`src/rtl/shash_pkg.sv`:
```
// ============================================================================
// shash_pkg: shared types and constants for the SHA-256 stream hasher
// Holds the word and chain types, the round constants, the initial hash value
// and the control bundles passed between the sequencer and its datapath units.
// ============================================================================
package shash_pkg;

   typedef logic [31:0] word_type;

   // Eight-word chaining value, word 0 (first digest word) in the lowest bits.
   typedef word_type [7:0] chain_type;

   typedef logic [5:0] round_idx_type;

   localparam int ROUNDS = 64;

   localparam logic [7:0] PAD_MARK      = 8'h80;
   localparam logic [5:0] LEN_FIRST_POS = 6'd56;

   localparam chain_type INIT_CHAIN = {
      32'h5be0cd19, 32'h1f83d9ab, 32'h9b05688c, 32'h510e527f,
      32'ha54ff53a, 32'h3c6ef372, 32'hbb67ae85, 32'h6a09e667
   };

   localparam word_type ROUND_K [ROUNDS] = '{
      32'h428a2f98, 32'h71374491, 32'hb5c0fbcf, 32'he9b5dba5,
      32'h3956c25b, 32'h59f111f1, 32'h923f82a4, 32'hab1c5ed5,
      32'hd807aa98, 32'h12835b01, 32'h243185be, 32'h550c7dc3,
      32'h72be5d74, 32'h80deb1fe, 32'h9bdc06a7, 32'hc19bf174,
      32'he49b69c1, 32'hefbe4786, 32'h0fc19dc6, 32'h240ca1cc,
      32'h2de92c6f, 32'h4a7484aa, 32'h5cb0a9dc, 32'h76f988da,
      32'h983e5152, 32'ha831c66d, 32'hb00327c8, 32'hbf597fc7,
      32'hc6e00bf3, 32'hd5a79147, 32'h06ca6351, 32'h14292967,
      32'h27b70a85, 32'h2e1b2138, 32'h4d2c6dfc, 32'h53380d13,
      32'h650a7354, 32'h766a0abb, 32'h81c2c92e, 32'h92722c85,
      32'ha2bfe8a1, 32'ha81a664b, 32'hc24b8b70, 32'hc76c51a3,
      32'hd192e819, 32'hd6990624, 32'hf40e3585, 32'h106aa070,
      32'h19a4c116, 32'h1e376c08, 32'h2748774c, 32'h34b0bcb5,
      32'h391c0cb3, 32'h4ed8aa4a, 32'h5b9cca4f, 32'h682e6ff3,
      32'h748f82ee, 32'h78a5636f, 32'h84c87814, 32'h8cc70208,
      32'h90befffa, 32'ha4506ceb, 32'hbef9a3f7, 32'hc67178f2
   };

   // Controls for the block buffer and message schedule.
   typedef struct packed {
      logic       load_byte;
      logic       shift_word;
      logic [7:0] byte_val;
   } sched_ctl_type;

   // Controls for the round unit and chaining value.
   typedef struct packed {
      logic load;
      logic step;
      logic fold;
      logic reinit;
   } round_ctl_type;

   // Rotate a word right by a fixed amount.
   function automatic word_type rotr(input word_type x, input int n);
      rotr = (x >> n) | (x << (32 - n));
   endfunction

endpackage

```
`src/rtl/shash_sched.sv`:
```
// ============================================================================
// shash_sched: block buffer and message schedule window
// Collects message bytes into a 512-bit shift register, then during
// compression shifts it a word at a time and appends the next schedule word.
// ============================================================================
module shash_sched (
   input  logic                      clock,
   input  shash_pkg::sched_ctl_type  ctl,
   output shash_pkg::word_type       w_cur
);
   import shash_pkg::*;

   localparam int BLOCK_BITS = 512;

   logic [BLOCK_BITS-1:0] win_ff;
   logic [BLOCK_BITS-1:0] win_in;
   word_type              w1;
   word_type              w9;
   word_type              w14;
   word_type              sig0;
   word_type              sig1;
   word_type              w_new;

   // Word i of the window (i = 0 oldest) sits at the top, one word per 32 bits.
   assign w_cur = win_ff[BLOCK_BITS-1 -: 32];
   assign w1    = win_ff[BLOCK_BITS-1-32*1 -: 32];
   assign w9    = win_ff[BLOCK_BITS-1-32*9 -: 32];
   assign w14   = win_ff[BLOCK_BITS-1-32*14 -: 32];

   // Next schedule word from the sliding sixteen-word window.
   always_comb begin
      sig0  = rotr(w1, 7) ^ rotr(w1, 18) ^ (w1 >> 3);
      sig1  = rotr(w14, 17) ^ rotr(w14, 19) ^ (w14 >> 10);
      w_new = w_cur + sig0 + w9 + sig1;
   end

   // Bytes enter at the bottom, so the first byte ends up most significant.
   always_comb begin
      win_in = win_ff;
      if (ctl.load_byte) begin
         win_in = {win_ff[BLOCK_BITS-9:0], ctl.byte_val};
      end else if (ctl.shift_word) begin
         win_in = {win_ff[BLOCK_BITS-33:0], w_new};
      end
   end

   always_ff @(posedge clock) begin
      win_ff <= win_in;
   end

endmodule

```
`src/rtl/shash_round.sv`:
```
// ============================================================================
// shash_round: shared SHA-256 round unit and chaining value
// Holds the eight working variables, applies one compression round per
// cycle, and folds the result into the chaining value at block end.
// ============================================================================
module shash_round (
   input  logic                      clock,
   input  logic                      reset,
   input  shash_pkg::round_ctl_type  ctl,
   input  shash_pkg::round_idx_type  round_idx,
   input  shash_pkg::word_type       w_cur,
   output shash_pkg::chain_type      chain
);
   import shash_pkg::*;

   chain_type chain_ff;
   chain_type chain_in;
   chain_type work_ff;
   chain_type work_in;
   word_type  big0;
   word_type  big1;
   word_type  ch;
   word_type  maj;
   word_type  t1;
   word_type  t2;

   assign chain = chain_ff;

   // One round of the compression function.
   always_comb begin
      big1 = rotr(work_ff[4], 6) ^ rotr(work_ff[4], 11) ^ rotr(work_ff[4], 25);
      ch   = (work_ff[4] & work_ff[5]) ^ (~work_ff[4] & work_ff[6]);
      t1   = work_ff[7] + big1 + ch + ROUND_K[round_idx] + w_cur;
      big0 = rotr(work_ff[0], 2) ^ rotr(work_ff[0], 13) ^ rotr(work_ff[0], 22);
      maj  = (work_ff[0] & work_ff[1]) ^ (work_ff[0] & work_ff[2])
           ^ (work_ff[1] & work_ff[2]);
      t2   = big0 + maj;
   end

   // Working variables: load from the chain, or advance by one round.
   always_comb begin
      work_in = work_ff;
      if (ctl.load) begin
         work_in = chain_ff;
      end else if (ctl.step) begin
         work_in[7] = work_ff[6];
         work_in[6] = work_ff[5];
         work_in[5] = work_ff[4];
         work_in[4] = work_ff[3] + t1;
         work_in[3] = work_ff[2];
         work_in[2] = work_ff[1];
         work_in[1] = work_ff[0];
         work_in[0] = t1 + t2;
      end
   end

   // Chaining value: add the working variables at block end, or restart.
   always_comb begin
      chain_in = chain_ff;
      if (ctl.reinit) begin
         chain_in = INIT_CHAIN;
      end else if (ctl.fold) begin
         for (int i = 0; i < 8; i++) begin
            chain_in[i] = chain_ff[i] + work_ff[i];
         end
      end
   end

   always_ff @(posedge clock) begin
      work_ff <= work_in;
   end

   always_ff @(posedge clock) begin
      if (reset) begin
         chain_ff <= INIT_CHAIN;
      end else begin
         chain_ff <= chain_in;
      end
   end

endmodule

```
`src/rtl/sha256_stream_hasher_top.sv`:
```
// ============================================================================
// sha256_stream_hasher_top: byte-stream SHA-256 hasher
// Takes a message one byte per beat, pads it and returns the eight-word
// digest as eight beats, then starts over for the next message.
// ============================================================================
//
//  Channel  Dir  Beat contents                        Marker
//  -------  ---  -----------------------------------  --------------------------
//  req_     in   tdata: message byte; tuser: has_byte tlast: end of message
//  rsp_     out  tdata: digest word, word index       tlast: eighth digest word
//
// A byte beat is taken while the hasher is idle; the 64th byte of a block
// starts a compression (64 rounds on the single round unit, one fold),
// during which no new byte is taken. The end of a message adds padding bytes
// up to the block end, one or two compressions, and eight digest beats.
// req_tready is low meanwhile; a stalled digest beat holds until taken.
// Reset is synchronous, with no clearing pass.
//
module sha256_stream_hasher_top #(
   parameter int LENGTH_COUNT_BITS = 61
) (
   input  logic        clock,
   input  logic        reset,
   input  logic        req_tvalid,
   output logic        req_tready,
   input  logic [7:0]  req_tdata,   // [7:0] msg_byte
   input  logic        req_tuser,   // [0] has_byte
   input  logic        req_tlast,   // end_of_msg
   output logic        rsp_tvalid,
   input  logic        rsp_tready,
   output logic [39:0] rsp_tdata,   // [31:0] digest_word, [34:32] word_index, zero above
   output logic        rsp_tlast    // last_word
);
   import shash_pkg::*;

   localparam logic [2:0] S_IDLE = 3'd0;
   localparam logic [2:0] S_PAD  = 3'd1;
   localparam logic [2:0] S_COMP = 3'd2;
   localparam logic [2:0] S_FIN  = 3'd3;
   localparam logic [2:0] S_OUT  = 3'd4;

   logic [2:0]                   state_ff, state_in;
   logic [LENGTH_COUNT_BITS-1:0] count_ff, count_in;
   logic [5:0]                   pos_ff, pos_in;
   round_idx_type                round_ff, round_in;
   logic [2:0]                   out_idx_ff, out_idx_in;
   logic                         pad_mode_ff, pad_mode_in;
   logic                         mark_ff, mark_in;
   logic                         len_ok_ff, len_ok_in;
   logic                         final_ff, final_in;

   sched_ctl_type                sctl;
   round_ctl_type                rctl;
   word_type                     w_cur;
   chain_type                    chain;
   logic [63:0]                  len_bits;
   logic [7:0]                   len_byte;
   logic                         req_beat;

   assign req_beat = req_tvalid && req_tready;

   // Message length in bits, big-endian byte picked by block position.
   assign len_bits = 64'(count_ff) << 3;
   assign len_byte = 8'(len_bits >> {~pos_ff[2:0], 3'b000});

   // Sequencer.
   always_comb begin
      state_in    = state_ff;
      count_in    = count_ff;
      pos_in      = pos_ff;
      round_in    = round_ff;
      out_idx_in  = out_idx_ff;
      pad_mode_in = pad_mode_ff;
      mark_in     = mark_ff;
      len_ok_in   = len_ok_ff;
      final_in    = final_ff;
      sctl        = '0;
      rctl        = '0;
      case (state_ff)
         S_IDLE: begin
            if (req_beat) begin
               if (req_tuser) begin
                  sctl.load_byte = 1'b1;
                  sctl.byte_val  = req_tdata;
                  count_in       = count_ff + LENGTH_COUNT_BITS'(1);
                  pos_in         = pos_ff + 6'd1;
               end
               if (req_tuser && (&pos_ff)) begin
                  state_in    = S_COMP;
                  rctl.load   = 1'b1;
                  round_in    = '0;
                  pad_mode_in = req_tlast;
                  mark_in     = req_tlast;
                  len_ok_in   = 1'b0;
                  final_in    = 1'b0;
               end else if (req_tlast) begin
                  state_in    = S_PAD;
                  pad_mode_in = 1'b1;
                  mark_in     = 1'b1;
                  len_ok_in   = 1'b0;
                  final_in    = 1'b0;
               end
            end
         end
         S_PAD: begin
            // Marker byte first, then zeros, with the length in the last block.
            sctl.load_byte = 1'b1;
            if (mark_ff) begin
               sctl.byte_val = PAD_MARK;
               len_ok_in     = (pos_ff < LEN_FIRST_POS);
            end else if (len_ok_ff && (pos_ff >= LEN_FIRST_POS)) begin
               sctl.byte_val = len_byte;
            end else begin
               sctl.byte_val = '0;
            end
            mark_in = 1'b0;
            pos_in  = pos_ff + 6'd1;
            if (&pos_ff) begin
               state_in  = S_COMP;
               rctl.load = 1'b1;
               round_in  = '0;
               final_in  = len_ok_ff && !mark_ff;
            end
         end
         S_COMP: begin
            rctl.step       = 1'b1;
            sctl.shift_word = 1'b1;
            round_in        = round_ff + 6'd1;
            if (&round_ff) begin
               state_in = S_FIN;
            end
         end
         S_FIN: begin
            rctl.fold = 1'b1;
            if (final_ff) begin
               state_in   = S_OUT;
               out_idx_in = '0;
            end else if (pad_mode_ff) begin
               // A fresh block after the marker always has room for the length.
               state_in  = S_PAD;
               len_ok_in = 1'b1;
            end else begin
               state_in = S_IDLE;
            end
         end
         S_OUT: begin
            if (rsp_tready) begin
               out_idx_in = out_idx_ff + 3'd1;
               if (&out_idx_ff) begin
                  rctl.reinit = 1'b1;
                  count_in    = '0;
                  pos_in      = '0;
                  pad_mode_in = 1'b0;
                  mark_in     = 1'b0;
                  final_in    = 1'b0;
                  state_in    = S_IDLE;
               end
            end
         end
         default: begin
            state_in = S_IDLE;
         end
      endcase
   end

   always_ff @(posedge clock) begin
      if (reset) begin
         state_ff    <= S_IDLE;
         count_ff    <= '0;
         pos_ff      <= '0;
         round_ff    <= '0;
         out_idx_ff  <= '0;
         pad_mode_ff <= 1'b0;
         mark_ff     <= 1'b0;
         len_ok_ff   <= 1'b0;
         final_ff    <= 1'b0;
      end else begin
         state_ff    <= state_in;
         count_ff    <= count_in;
         pos_ff      <= pos_in;
         round_ff    <= round_in;
         out_idx_ff  <= out_idx_in;
         pad_mode_ff <= pad_mode_in;
         mark_ff     <= mark_in;
         len_ok_ff   <= len_ok_in;
         final_ff    <= final_in;
      end
   end

   // Block buffer and schedule.
   shash_sched u_sched (
      .clock (clock),
      .ctl   (sctl),
      .w_cur (w_cur)
   );

   // Round unit and chaining value.
   shash_round u_round (
      .clock     (clock),
      .reset     (reset),
      .ctl       (rctl),
      .round_idx (round_ff),
      .w_cur     (w_cur),
      .chain     (chain)
   );

   // Handshakes and digest beats.
   assign req_tready = (state_ff == S_IDLE);
   assign rsp_tvalid = (state_ff == S_OUT);
   assign rsp_tdata  = {5'b00000, out_idx_ff, chain[out_idx_ff]};
   assign rsp_tlast  = &out_idx_ff;

`ifndef SYNTH
   // Input and output sides are never open at the same time.
   assert property (@(posedge clock) disable iff (reset)
      !(req_tready && rsp_tvalid))
      else $error("input ready while digest beat pending");

   // After the last digest beat the hasher is back at its start state.
   assert property (@(posedge clock) disable iff (reset)
      (rsp_tvalid && rsp_tready && rsp_tlast) |=>
         (req_tready && count_ff == '0 && pos_ff == '0))
      else $error("hasher not restarted after digest");

   // Compression never ends before the last round.
   assert property (@(posedge clock) disable iff (reset)
      (state_ff == S_COMP && !(&round_ff)) |=> (state_ff == S_COMP))
      else $error("compression cut short");

   // Digest output only follows a fold of the final block.
   assert property (@(posedge clock) disable iff (reset)
      $rose(rsp_tvalid) |-> ($past(state_ff) == S_FIN && $past(final_ff)))
      else $error("digest output without final block");
`endif

endmodule
```
`config.mk`:
```
export PLATFORM = sky130hd
export DESIGN_NAME = sha256_stream_hasher_top
export DESIGN_NICKNAME = d
export VERILOG_FILES = /design/src/rtl/shash_pkg.sv /design/src/rtl/shash_sched.sv /design/src/rtl/shash_round.sv /design/src/rtl/sha256_stream_hasher_top.sv
export SDC_FILE = /design/constraint.sdc
export NUM_CORES = 2
export LEC_CHECK = 0
export BUFFER_PORTS_ARGS = -buffer_cell sky130_fd_sc_hd__buf_4
export CORE_ASPECT_RATIO = 1.25
export CORE_MARGIN = 2
export CORE_UTILIZATION = 40
export CTS_CLUSTER_SIZE = 8
export DETAILED_ROUTE_END_ITERATION = 6
export PLACE_DENSITY = 0.61
export SLEW_MARGIN = 15
export SYNTH_ARGS = -nofsm -noshare
export SYNTH_HDL_FRONTEND = slang
export SYNTH_SLANG_ARGS = --single-unit
```
`constraint.sdc`:
```
create_clock -name clock -period 34.1 [get_ports clock]
set_clock_uncertainty 0.1 [all_clocks]
set_input_delay 5.115 -clock clock [delete_from_list [all_inputs] [get_ports clock]]
set_output_delay 5.115 -clock clock [all_outputs]
set_load 0.01 [all_outputs]
```
==> results.sh <==
export IMPL_async_flop_share=0
export IMPL_internal_power_mw=3.42
export IMPL_cts_clk_slew_worst_paths_ps=50
export IMPL_cts_resized=0
export IMPL_final_common_cell="nand2_1"
export IMPL_grtUsageTotal=0.277
export IMPL_layout_nets=8890
export IMPL_drc=0
export IMPL_synth_ff_type="edfxtp_1"
export IMPL_hold_violations=0
export IMPL_netlist_instances=8480
export IMPL_postCtsSetupBuffers=0
export IMPL_drv_cap=0
export IMPL_avgRoutedWirePerCell_um=24.8
export IMPL_io_buffers=51
export IMPL_synth_edf_count=768
export IMPL_power_density_nw_per_um2=67.1
export IMPL_coreArea_um2=186000
export IMPL_relSlewSlack=0.0662
export IMPL_ys_seq_area_frac=0.398
export IMPL_synth_distinct_cells=95
export IMPL_cts_root_buf="clkbuf_16"
export IMPL_p_comb_frac=0.401
export IMPL_p_sw_frac=0.379
export IMPL_ios=57
export IMPL_netlist_area_um2=74900
export IMPL_synth_avg_cell_area_um2=8.83
export IMPL_clk_latency_ps=830
export IMPL_drt_iter0_drc=6058
export IMPL_min_path_type="register to register"
export IMPL_ant_nets=0
export IMPL_numCtsBuffers=158
export IMPL_dp_hpwl_um=198000
export IMPL_fmax_mhz=97.1
export IMPL_crit_type="register to register"
export IMPL_fin_crit_ps=10300
export IMPL_fillers=18100
export IMPL_viasPerCell=5.70
export IMPL_num_vias=61600
export IMPL_clk_path_buf_depth=3
export IMPL_gp_congestion=0.972
export IMPL_arrival_ps=10730
export IMPL_die_area_um2=191000
export IMPL_start_util=0.403
export IMPL_ctsHoldBuffers=0
export IMPL_grt_pass1_vias=60600
export IMPL_grt_overflow_total=0
export IMPL_drive_gt1_frac=0.0610
export IMPL_rsz0062_at_grt="false"
export IMPL_p_sw_mw=2.09
export IMPL_slowest_stage="ha_1"
export IMPL_yosys_register_bits=1107
export IMPL_final_cell_mix="nand2_1 (2547), edfxtp_1 (768), a21oi_1 (531), ha_1 (398), nor2_1 (371)"
export IMPL_status="finished clean"
export IMPL_syn_to_final_growth_pct=9.46
export IMPL_die_y_um=488
export IMPL_dr_pass1_iters=6
export IMPL_routed_wl_um=268000
export IMPL_worstPathRequired_ps=34530
export IMPL_post_route_period_util=0.302
export IMPL_worst_pin_slew_ps=1390
export IMPL_worst_path_most_repeated_cell="fa_1"
export IMPL_drv_slew=0
export IMPL_cts_sinks=1107
export IMPL_antenna_found_initial=12
export IMPL_leakage_nw=34.3
export IMPL_finalSetupTns_ps=0
export IMPL_die_w_um=391
export IMPL_grt_start_max_net_pins=234
export IMPL_p_seq_frac=0.321
export IMPL_htree_num_levels=4
export IMPL_grt_pass1_wl_um=393000
export IMPL_setup_viol=0
export IMPL_synth_warnings=0
export IMPL_endpoint_kind="register"
export IMPL_cp_start_kind="register"
export IMPL_cts_tree="done"
export IMPL_ir_drop_v=0.0000559
export IMPL_p_clk_frac=0.278
export IMPL_utilization=0.441
export IMPL_critPathMaxStageDelay_ps=740
export IMPL_cp_max_fo=24
export IMPL_std_cell_rows=177
-- area by class of cell --
| type | instances | area [um^2] | share of cell area |
|---|---|---|---|
| sequential | 1107 | 29900 | 0.364 |
| clock buffer | 250 | 4390 | 0.0536 |
| antenna | 4 | 10.0 | 0.000122 |
| clock inverter | 14 | 362 | 0.00441 |
| multi-input combinational | 6537 | 42000 | 0.512 |
| timing repair buffer | 132 | 1070 | 0.0130 |
| inverter | 347 | 1300 | 0.0159 |
| tap | 2416 | 3020 | 0.0369 |
-- synthesized netlist by cell type, types with 37 or more instances --
cell	count	area (um^2)
a211oi_1	66	495
nand2b_1	61	382
mux4_2	82	1850
mux2_2	51	574
buf_1	67	251
nand2_1	2550	9570
nor3_1	82	410
o21a_1	45	338
inv_1	345	1290
dfxtp_1	339	6790
nor2b_1	53	332
fa_1	195	3900
nor2_1	375	1410
or3_1	43	269
o31ai_1	37	278
a21o_1	204	1530
o211ai_1	108	811
o21bai_1	47	353
o21ai_0	370	1850
a21oi_1	532	2660
and3_1	49	307
nand3_1	126	631
xor2_1	227	1990
xnor2_1	364	3190
edfxtp_1	768	23100
a31oi_1	53	332
ha_1	398	4980
clkbuf_1	421	1580
-- sequential cells by signal, summed over array words and instances (netlist names) --
register,cells
out_idx_ff,3
state_ff,3
u_round.work_ff,256
round_ff,6
pad_mode_ff,1
count_ff,61
mark_ff,1
u_sched.win_ff,512
u_round.chain,256
final_ff,1
pos_ff,6
len_ok_ff,1
-- worst max-delay path, delay by kind of cell (launching register included) --
family / cells / cell delay (ps)
and+or+nand+nor: 4 / 900
AOI/OAI and AO/OA: 15 / 3590
DFF: 1 / 300
adders and majority gates: 8 / 3670
xor gates and xnor gates: 2 / 410
buffers and inverters: 7 / 990
-- per-layer routing --
layer / up-vias / routed length, um / global-route usage
met1: 30000 / 102000 / 0.318
met3: 674 / 13000 / 0.0337
met2: 2103 / 130000 / 0.474
met4: 2 / 22900 / 0.201
li1: 28800 / - / -
met5: - / 12 / 0
-- power by group through the flow --
| stage | logic, mW | clock network, mW | registers, mW |
|---|---|---|---|
| 3_3_place_gp | 2.17 | 0 | 1.79 |
| 4_1_cts | 2.19 | 1.56 | 1.76 |
| 3_5_place_dp | 2.17 | 0 | 1.79 |
| 2_1_floorplan | 1.58 | 0 | 1.76 |
| 5_1_grt | 2.44 | 1.61 | 1.77 |
| 6_report | 2.21 | 1.53 | 1.76 |
-- path summary, 6_finish.rpt --
kind | slack [ps] | startpoint | to | cells after the start
max | 23800 | round_ff[1]$_SDFFE_PP0P_ | u_round.work_ff[30]$_DFFE_PP_ | 36
min | 370 | pad_mode_ff$_SDFFE_PP0P_ | pad_mode_ff$_SDFFE_PP0P_ | 2
max reg2reg | 23800 | round_ff[1]$_SDFFE_PP0P_ | u_round.work_ff[30]$_DFFE_PP_ | 36
min reg2reg | 370 | pad_mode_ff$_SDFFE_PP0P_ | pad_mode_ff$_SDFFE_PP0P_ | 2
-- logic make-up (layout without fill, tap and decap cells) --
kind of cell               Yosys count  count (layout)  share of synthesized area
DFF                               1107            1107                      0.398
other                                1               9                  0.0000501
muxes                              167             167                     0.0369
AOI/OAI and AO/OA                 1675            1675                      0.141
adders and majority gates          597             597                      0.119
buffers and inverters              840             743                     0.0423
xor gates and xnor gates           591             591                     0.0691
and+or+nand+nor                   3502            3502                      0.193
-- per-stage QoR --
step | instances | total power, mW | setup slack [ps] | instance area [um^2] | hold slack [ps]
floorplan | 8484 | 3.34 | 2770 | 74900 | 348
global placement | 10500 | 3.96 | 23840 | 77200 | 367
detailed placement | 10500 | 3.96 | 23980 | 77200 | 368
CTS | 10800 | 5.52 | 23940 | 82000 | 375
global route | 10800 | 5.82 | 23340 | 82000 | 408
finish | 10800 | 5.50 | 23800 | 82000 | 375
Note: power is estimated with default switching activity, not from simulation.
